--- config.mk ---
export PLATFORM = sky130hd
export DESIGN_NAME = psg_tone_noise_generator
export DESIGN_NICKNAME = d
export VERILOG_FILES = /design/src/sv/psg_pkg.sv /design/src/sv/psg_regs.sv /design/src/sv/psg_chan.sv /design/src/sv/psg_tone_noise_generator.sv
export SDC_FILE = /design/constraint.sdc
export NUM_CORES = 1
export LEC_CHECK = 0
export BUFFER_PORTS_ARGS = -buffer_cell sky130_fd_sc_hd__buf_2
export CORE_ASPECT_RATIO = 1.25
export CORE_UTILIZATION = 40
export CTS_CLUSTER_SIZE = 30
export DETAILED_ROUTE_END_ITERATION = 8
export HOLD_SLACK_MARGIN = 0.02
export RECOVER_POWER = 25
export SLEW_MARGIN = 10
export SYNTH_ARGS = -nofsm -noshare
export SYNTH_HDL_FRONTEND = slang
export SYNTH_SLANG_ARGS = --single-unit
--- constraint.sdc ---
create_clock -name clk_i -period 16.35 [get_ports clk_i]
set_input_delay 0.8175 -clock clk_i [delete_from_list [all_inputs] [get_ports clk_i]]
set_output_delay 0.8175 -clock clk_i [all_outputs]
set_load 0.005 [all_outputs]
--- src/sv/psg_pkg.sv ---
package psg_pkg;

  // Fraction bits of the channel counters
  localparam int COUNTER_FRAC_BITS = 8;
  localparam int CntW = 12 + COUNTER_FRAC_BITS;
  localparam int ShUp = (COUNTER_FRAC_BITS >= 8) ? COUNTER_FRAC_BITS - 8 : 0;
  localparam int ShDn = (COUNTER_FRAC_BITS >= 8) ? 0 : 8 - COUNTER_FRAC_BITS;

  typedef logic signed [CntW-1:0] cnt_t;

  // Request codes
  localparam logic [1:0] REQ_WRITE = 2'd0;
  localparam logic [1:0] REQ_MASK  = 2'd1;
  localparam logic [1:0] REQ_TICK  = 2'd2;

  // Configuration register indexes
  localparam logic CFG_TICKS  = 1'b0;
  localparam logic CFG_STEREO = 1'b1;

  localparam logic [1:0]  CH_NOISE          = 2'd3;
  localparam logic [1:0]  CH_TONE2          = 2'd2;
  localparam logic [1:0]  RATE_TONE2        = 2'd3;
  localparam logic [9:0]  NOISE_BASE_PERIOD = 10'h010;
  localparam logic [15:0] LFSR_SEED         = 16'h8000;
  localparam logic [11:0] TICKS_RESET       = 12'd1298;

  // Sound register file seen by the channels and the mixer
  typedef struct packed {
    logic [3:0][3:0] att;
    logic [3:0][9:0] period;
    logic            white;
    logic [3:0]      left_mask;
    logic [3:0]      right_mask;
  } psg_regs_t;

  // Quarter-scale amplitude per attenuation step (2 dB)
  function automatic logic [13:0] amp_quarter(input logic [3:0] att);
    logic [13:0] a;
    case (att)
      4'd0:    a = 14'd8191;
      4'd1:    a = 14'd6507;
      4'd2:    a = 14'd5168;
      4'd3:    a = 14'd4105;
      4'd4:    a = 14'd3261;
      4'd5:    a = 14'd2590;
      4'd6:    a = 14'd2057;
      4'd7:    a = 14'd1642;
      4'd8:    a = 14'd1298;
      4'd9:    a = 14'd1031;
      4'd10:   a = 14'd819;
      4'd11:   a = 14'd650;
      4'd12:   a = 14'd516;
      4'd13:   a = 14'd410;
      4'd14:   a = 14'd326;
      default: a = 14'd0;
    endcase
    return a;
  endfunction

  // Align the 4.8 tick step to the counter fraction
  function automatic cnt_t scale_ticks(input logic [11:0] t);
    return (cnt_t'(t) << ShUp) >> ShDn;
  endfunction

endpackage

--- src/sv/psg_regs.sv ---
module psg_regs (
  input  logic              clk_i,
  input  logic              rst_ni,
  input  logic              wr_en_i,
  input  logic              mask_en_i,
  input  logic [7:0]        data_i,
  output psg_pkg::psg_regs_t regs_o,
  output logic              noise_load_o
);

  logic [1:0]      latch_ch_q, latch_ch_d;
  logic            latch_vol_q, latch_vol_d;
  logic [3:0][3:0] att_q, att_d;
  logic [3:0][9:0] period_q, period_d;
  logic            white_q, white_d;
  logic [1:0]      rate_q, rate_d;
  logic [3:0]      left_q, left_d;
  logic [3:0]      right_q, right_d;

  // Decode sound register bytes and mask bytes
  always_comb begin
    logic [1:0] ch;
    logic       vol;
    latch_ch_d   = latch_ch_q;
    latch_vol_d  = latch_vol_q;
    att_d        = att_q;
    period_d     = period_q;
    white_d      = white_q;
    rate_d       = rate_q;
    left_d       = left_q;
    right_d      = right_q;
    noise_load_o = 1'b0;
    ch           = latch_ch_q;
    vol          = latch_vol_q;
    if (wr_en_i) begin
      if (data_i[7]) begin
        ch          = data_i[6:5];
        vol         = data_i[4];
        latch_ch_d  = ch;
        latch_vol_d = vol;
      end
      if (vol) begin
        att_d[ch] = data_i[3:0];
      end else if (ch != psg_pkg::CH_NOISE) begin
        if (data_i[7]) begin
          period_d[ch][3:0] = data_i[3:0];
        end else begin
          period_d[ch][9:4] = data_i[5:0];
        end
        if (ch == psg_pkg::CH_TONE2 && rate_q == psg_pkg::RATE_TONE2) begin
          period_d[psg_pkg::CH_NOISE] = period_d[psg_pkg::CH_TONE2];
        end
      end else begin
        white_d      = data_i[2];
        rate_d       = data_i[1:0];
        noise_load_o = 1'b1;
        if (data_i[1:0] == psg_pkg::RATE_TONE2) begin
          period_d[psg_pkg::CH_NOISE] = period_q[psg_pkg::CH_TONE2];
        end else begin
          period_d[psg_pkg::CH_NOISE] = psg_pkg::NOISE_BASE_PERIOD << data_i[1:0];
        end
      end
    end
    if (mask_en_i) begin
      right_d = data_i[3:0];
      left_d  = data_i[7:4];
    end
  end

  always_ff @(posedge clk_i or negedge rst_ni) begin
    if (!rst_ni) begin
      latch_ch_q  <= '0;
      latch_vol_q <= 1'b0;
      att_q       <= {4{4'hF}};
      period_q    <= '0;
      white_q     <= 1'b0;
      rate_q      <= '0;
      left_q      <= 4'hF;
      right_q     <= 4'hF;
    end else begin
      latch_ch_q  <= latch_ch_d;
      latch_vol_q <= latch_vol_d;
      att_q       <= att_d;
      period_q    <= period_d;
      white_q     <= white_d;
      rate_q      <= rate_d;
      left_q      <= left_d;
      right_q     <= right_d;
    end
  end

  assign regs_o.att        = att_q;
  assign regs_o.period     = period_q;
  assign regs_o.white      = white_q;
  assign regs_o.left_mask  = left_q;
  assign regs_o.right_mask = right_q;

endmodule

--- src/sv/psg_chan.sv ---
module psg_chan (
  input  logic               clk_i,
  input  logic               rst_ni,
  input  logic               tick_i,
  input  logic [9:0]         period_i,
  input  psg_pkg::cnt_t      dec_i,
  input  logic               is_noise_i,
  input  logic               noise_bit_i,
  output logic               level_nxt_o,
  output logic               reload_o
);

  localparam int W = psg_pkg::CntW;

  psg_pkg::cnt_t  cnt_q, cnt_d;
  logic           level_q;
  logic           active;
  logic [W:0]     diff;
  psg_pkg::cnt_t  sat;

  // Step the counter down, clamp at the minimum, reload on zero or below
  always_comb begin
    active   = (period_i[9:1] != '0);
    diff     = {cnt_q[W-1], cnt_q} - {dec_i[W-1], dec_i};
    sat      = (diff[W] != diff[W-1]) ? {1'b1, {(W-1){1'b0}}} : diff[W-1:0];
    reload_o = tick_i && active && (sat[W-1] || sat == '0);
    cnt_d    = cnt_q;
    if (tick_i && active) begin
      cnt_d = sat;
      if (reload_o) begin
        cnt_d = sat + psg_pkg::cnt_t'({period_i, {psg_pkg::COUNTER_FRAC_BITS{1'b0}}});
      end
    end
    level_nxt_o = level_q;
    if (reload_o) begin
      level_nxt_o = is_noise_i ? noise_bit_i : ~level_q;
    end
  end

  always_ff @(posedge clk_i or negedge rst_ni) begin
    if (!rst_ni) begin
      cnt_q   <= '0;
      level_q <= 1'b1;
    end else begin
      cnt_q   <= cnt_d;
      level_q <= level_nxt_o;
    end
  end

endmodule

--- src/sv/psg_tone_noise_generator.sv ---
// A word is held in the input register, then a tick word's sample is
//   registered with valid; a tick waits while the last sample is stalled.
// Throughput: one word per cycle while no tick word is held by a stall;
//   channel advance and mixing share one pass.
// Reset (async, active low): periods 0, attenuations silent, levels high,
//   noise shift register 0x8000, masks all ones, 1298 ticks per sample, mono.
module psg_tone_noise_generator (
  input  logic               clk_i,
  input  logic               rst_ni,
  input  logic               in_valid_i,
  output logic               in_stall_o,
  input  logic [1:0]         req_type_i,
  input  logic [7:0]         write_data_i,
  output logic               out_valid_o,
  input  logic               out_stall_i,
  output logic signed [15:0] left_sample_o,
  output logic signed [15:0] right_sample_o,
  input  logic               cfg_we_i,
  input  logic               cfg_index_i,
  input  logic [11:0]        cfg_data_i
);

  logic               in_valid_q;
  logic [1:0]         req_q;
  logic [7:0]         data_q;
  logic               out_valid_q;
  logic signed [15:0] left_q, left_d;
  logic signed [15:0] right_q, right_d;
  logic [11:0]        ticks_q;
  logic               stereo_q;
  logic [15:0]        lfsr_q;
  logic               is_tick;
  logic               proc;
  logic               tick;
  logic               noise_load;
  logic [3:0]         level_nxt;
  logic [3:0]         reload;
  psg_pkg::cnt_t      dec;
  psg_pkg::psg_regs_t regs;

  // Handshake: process the held word when its result has room
  assign is_tick    = (req_q == psg_pkg::REQ_TICK);
  assign proc       = in_valid_q && (!is_tick || !out_valid_q || !out_stall_i);
  assign tick       = proc && is_tick;
  assign in_stall_o = in_valid_q && !proc;
  assign dec        = psg_pkg::scale_ticks(ticks_q);

  psg_regs u_regs (
    .clk_i        (clk_i),
    .rst_ni       (rst_ni),
    .wr_en_i      (proc && req_q == psg_pkg::REQ_WRITE),
    .mask_en_i    (proc && req_q == psg_pkg::REQ_MASK),
    .data_i       (data_q),
    .regs_o       (regs),
    .noise_load_o (noise_load)
  );

  for (genvar g = 0; g < 4; g++) begin : g_chan
    psg_chan u_chan (
      .clk_i       (clk_i),
      .rst_ni      (rst_ni),
      .tick_i      (tick),
      .period_i    (regs.period[g]),
      .dec_i       (dec),
      .is_noise_i  (g == 3),
      .noise_bit_i (lfsr_q[0]),
      .level_nxt_o (level_nxt[g]),
      .reload_o    (reload[g])
    );
  end

  // Mix the four channels after this tick's advance
  always_comb begin
    logic signed [15:0] s;
    left_d  = '0;
    right_d = '0;
    for (int i = 0; i < 4; i++) begin
      s = $signed({2'b00, psg_pkg::amp_quarter(regs.att[i])});
      if (level_nxt[i]) begin
        s = -s;
      end
      if (!stereo_q) begin
        left_d = left_d + s;
      end else begin
        if (regs.left_mask[i]) begin
          left_d = left_d + s;
        end
        if (regs.right_mask[i]) begin
          right_d = right_d + s;
        end
      end
    end
  end

  // Hold control, configuration and noise shift register
  always_ff @(posedge clk_i or negedge rst_ni) begin
    if (!rst_ni) begin
      in_valid_q  <= 1'b0;
      out_valid_q <= 1'b0;
      ticks_q     <= psg_pkg::TICKS_RESET;
      stereo_q    <= 1'b0;
      lfsr_q      <= psg_pkg::LFSR_SEED;
    end else begin
      if (in_valid_i && !in_stall_o) begin
        in_valid_q <= 1'b1;
      end else if (proc) begin
        in_valid_q <= 1'b0;
      end
      if (tick) begin
        out_valid_q <= 1'b1;
      end else if (!out_stall_i) begin
        out_valid_q <= 1'b0;
      end
      if (cfg_we_i) begin
        case (cfg_index_i)
          psg_pkg::CFG_TICKS:  ticks_q  <= cfg_data_i;
          psg_pkg::CFG_STEREO: stereo_q <= cfg_data_i[0];
          default: ;
        endcase
      end
      if (noise_load) begin
        lfsr_q <= psg_pkg::LFSR_SEED;
      end else if (reload[3]) begin
        lfsr_q <= {regs.white ? (lfsr_q[3] ^ lfsr_q[0]) : lfsr_q[0], lfsr_q[15:1]};
      end
    end
  end

  // Capture the input word and the result word
  always_ff @(posedge clk_i) begin
    if (in_valid_i && !in_stall_o) begin
      req_q  <= req_type_i;
      data_q <= write_data_i;
    end
    if (tick) begin
      left_q  <= left_d;
      right_q <= right_d;
    end
  end

  assign out_valid_o    = out_valid_q;
  assign left_sample_o  = left_q;
  assign right_sample_o = right_q;

endmodule

==> flow_metrics.py <==
metrics = {
    "synth": {
        "synth_area_leaders": "dfrtp_1, ha_1, edfxtp_1",
        "ys_seq_area_share_pct": 27.1,
        "synth_largest_area_cell": "dfrtp_1",
        "synth_compound_area_share_pct": 22.7,
        "synth_top_family_by_area": "compound AO/OA/AOI/OAI gates",
        "yosysUniqueCellTypes": 86,
        "async_flop_share_pct": 81.5,
        "synth-edff-count": 42,
        "synth_mux_area_share_pct": 6.08,
        "netlist_instances": 2659,
        "synth_fp_nets": 2909,
        "synthSimpleGateAreaFrac_pct": 19.1,
        "netlist.area_leader.share_pct": 17.4,
        "avgSynthCellArea_um2": 8.23,
        "ys.flop_type": "dfrtp_1",
        "netlist_area_um2": 21900,
        "synth-seq-cells": 227,
        "synth_fa_ha_area_share_pct": 13.2,
        "yosys_warnings": 0,
        "synth_xor_area_share_pct": 7.78,
    },
    "sta": {
        "fmax_mhz": 78.3,
        "setup_viol": 0,
        "finalMaxSlewViolations": 169,
        "rsz0062_at_grt": "no",
        "relSlewSlack_pct": -125,
        "tightestPinTransition_ns": 3.37,
        "fin_crit_sh_pct": 78.1,
        "fin_setup_tns_ns": 0,
        "hold_viol": 0,
        "period_needed_ns": 12.77,
        "fin_skew_ns": 0.0138,
    },
    "setup_path": {
        "critical-path-top-delay-family": "compound AO/OA/AOI/OAI gates",
        "cp.buffers_inverters": 3,
        "cp_data_required_time_ns": 16.68,
        "critPathKind": "register to register",
        "r2r_start": "ticks_q[1]",
        "max_stage_delay_ns": 0.75,
        "crit_fanout": 20,
        "critPathLaunchType": "register",
        "arrival_ns": 13.10,
        "crit_start": "ticks_q[1]",
        "crit_top_cell": "o21ai_0",
        "crit_path_end_kind": "register",
        "crit_path_top_delay_cell": "xnor2_1",
    },
    "route": {
        "drt_pass1_iterations": 5,
        "antenna_left": 0,
        "drc_errors": 0,
        "vias": 19400,
        "finalWirelength_um": 66100,
        "routed_via_density": 5.66,
        "wire_per_inst_um": 19.3,
        "drt_iter0_markers": 1297,
    },
    "floorplanning": {
        "num_rows": 95,
        "core_area_um2": 54000,
        "floorplan.initialDensity_pct": 40.6,
        "dieArea_um2": 55700,
        "io_pins": 62,
        "dieWidth_um": 211,
        "die_height_um": 264,
    },
    "placement": {
        "hpwl_um": 51800,
        "port_buffers": 61,
        "gp_congestion": 0.986,
    },
    "clocking": {
        "cts_tree": "built",
        "cts_resized": 0,
        "ctsHtreeMaxLevel": 1,
        "cts_inserted_buffers": 29,
        "clockBufferDepth": 3,
        "cts.sinks": 227,
        "clk_latency_ns": 0.58,
        "hold_buffers": 0,
        "clockRootBuffer": "clkbuf_16",
        "path_clk_slew_ns": 0.06,
        "postCtsSetupRepairBufs": 0,
    },
    "finish": {
        "nets": 2918,
        "layout_commonest_cell": "nor2_1",
        "drive_gt1_share_pct": 9.81,
        "final_cell_mix": "nor2_1, nand2_1, o21ai_0",
        "antenna_cells": 0,
        "fillers": 5462,
        "syn_to_final_growth_pct": 9.20,
    },
    "grt": {
        "grt_start_max_net_pins": 76,
        "grt_use_total_pct": 23.8,
        "grt_antenna_before_repair": 1,
        "grt_pass1_wl_um": 106000,
        "grt_pass1_vias": 19500,
        "grt.overflow.total": 0,
    },
    "hold_path": {
        "min_path_type": "primary input to register",
        "hold_start": "write_data_i[0]",
    },
    "flow_run": {
        "cap_violations": 3,
    },
    "outcome": {
        "violations": "capacitance limit, slew limit",
        "status": "finished with violations",
    },
}
-- metrics by stage --
step	util [%]	cell area [um2]	std cells	hold slack, ns	setup WS [ns]
2_1_floorplan	-	21900	2659	0.447	6.09
3_3_place_gp	42.5	22900	3364	0.468	3.77
3_5_place_dp	42.5	22900	3364	0.468	3.73
4_1_cts	44.3	23900	3417	0.201	3.68
5_1_grt	44.3	23900	3417	0.403	2.64
6_report	44.3	23900	3417	0.422	3.58
-- worst paths after layout --
| kind | end | slack [ns] | cells past startpoint |
|---|---|---|---|
| setup / recovery | right_sample_o[15] | 3.58 | 48 |
| hold / removal | data_q[0] | 0.42 | 1 |
| setup reg to reg | right_sample_o[15] | 3.58 | 48 |
| hold reg to reg | g_chan[2].u_chan.cnt_q[5] | 0.48 | 2 |
| max in group asynchronous | u_regs.regs_o[44] | 10.80 | 2 |
| min in group asynchronous | g_chan[0].u_chan.cnt_q[3] | 1.20 | 1 |
-- cells by family after synthesis --
group | count (synthesis)
xor+xnor | 193
mux | 124
buf+inv | 231
flops | 227
compound gates | 780
fa+ha+maj | 222
simple gates | 882
-- area by class of cell --
class | count | area (um2) | share of cell area [%]
clock buffers | 41 | 862 | 3.61
clock inverters | 12 | 145 | 0.607
inverters | 125 | 469 | 1.96
multi-input cells | 2201 | 15100 | 63.3
flip-flops and latches | 227 | 5930 | 24.8
well taps | 727 | 910 | 3.81
repair buffers | 84 | 464 | 1.94
-- flip-flops by register name, indices dropped and copies added, names as in the netlist --
name                   count
u_regs.right_q             4
u_regs.left_q              4
stereo_q                   1
u_regs.regs_o             56
out_valid_o                1
u_regs.latch_ch_q          2
g_chan.u_chan.level_q      4
u_regs.white_q             1
u_regs.rate_q              2
req_q                      2
left_sample_o             16
right_sample_o            16
u_regs.latch_vol_q         1
ticks_q                   12
data_q                     8
lfsr_q                    16
in_valid_q                 1
g_chan.u_chan.cnt_q       80
-- per-layer routing --
layer | wire length (um) | up-vias | share of wire, % | track usage [%]
met1 | 27200 | 9176 | 41 | 27.9
met3 | 2530 | 173 | 3.8 | 2.74
met4 | 4170 | 2 | 6.3 | 13.7
li1 | - | 9557 | - | -
met5 | 6 | - | 0.0091 | 0
met2 | 32100 | 443 | 49 | 41.6
-- synthesized netlist by cell type, drive strengths merged (6+ instances only) --
cell type / n
nor2: 261
nand2: 255
o21ai: 224
ha: 208
a21oi: 194
dfrtp: 152
inv: 123
xnor2: 122
clkbuf: 99
nor2b: 77
mux2: 72
a21o: 70
xor2: 70
nor3: 61
mux2i: 52
edfxtp: 42
nand2b: 41
dfstp: 33
or3: 33
and2: 32
nand3: 31
o21a: 31
a22oi: 28
o21bai: 27
a31oi: 25
o31ai: 24
o211ai: 18
a22o: 17
and3: 17
or2: 17
fa: 14
nor4: 14
a211oi: 13
o41ai: 13
a2111oi: 10
nand4: 10
nor3b: 10
a21boi: 9
nand3b: 9
buf: 7
a221oi: 6
o22ai: 6
Power is not shown: default switching activity piles up to over one toggle a cycle in this logic, so the estimate is an artifact.
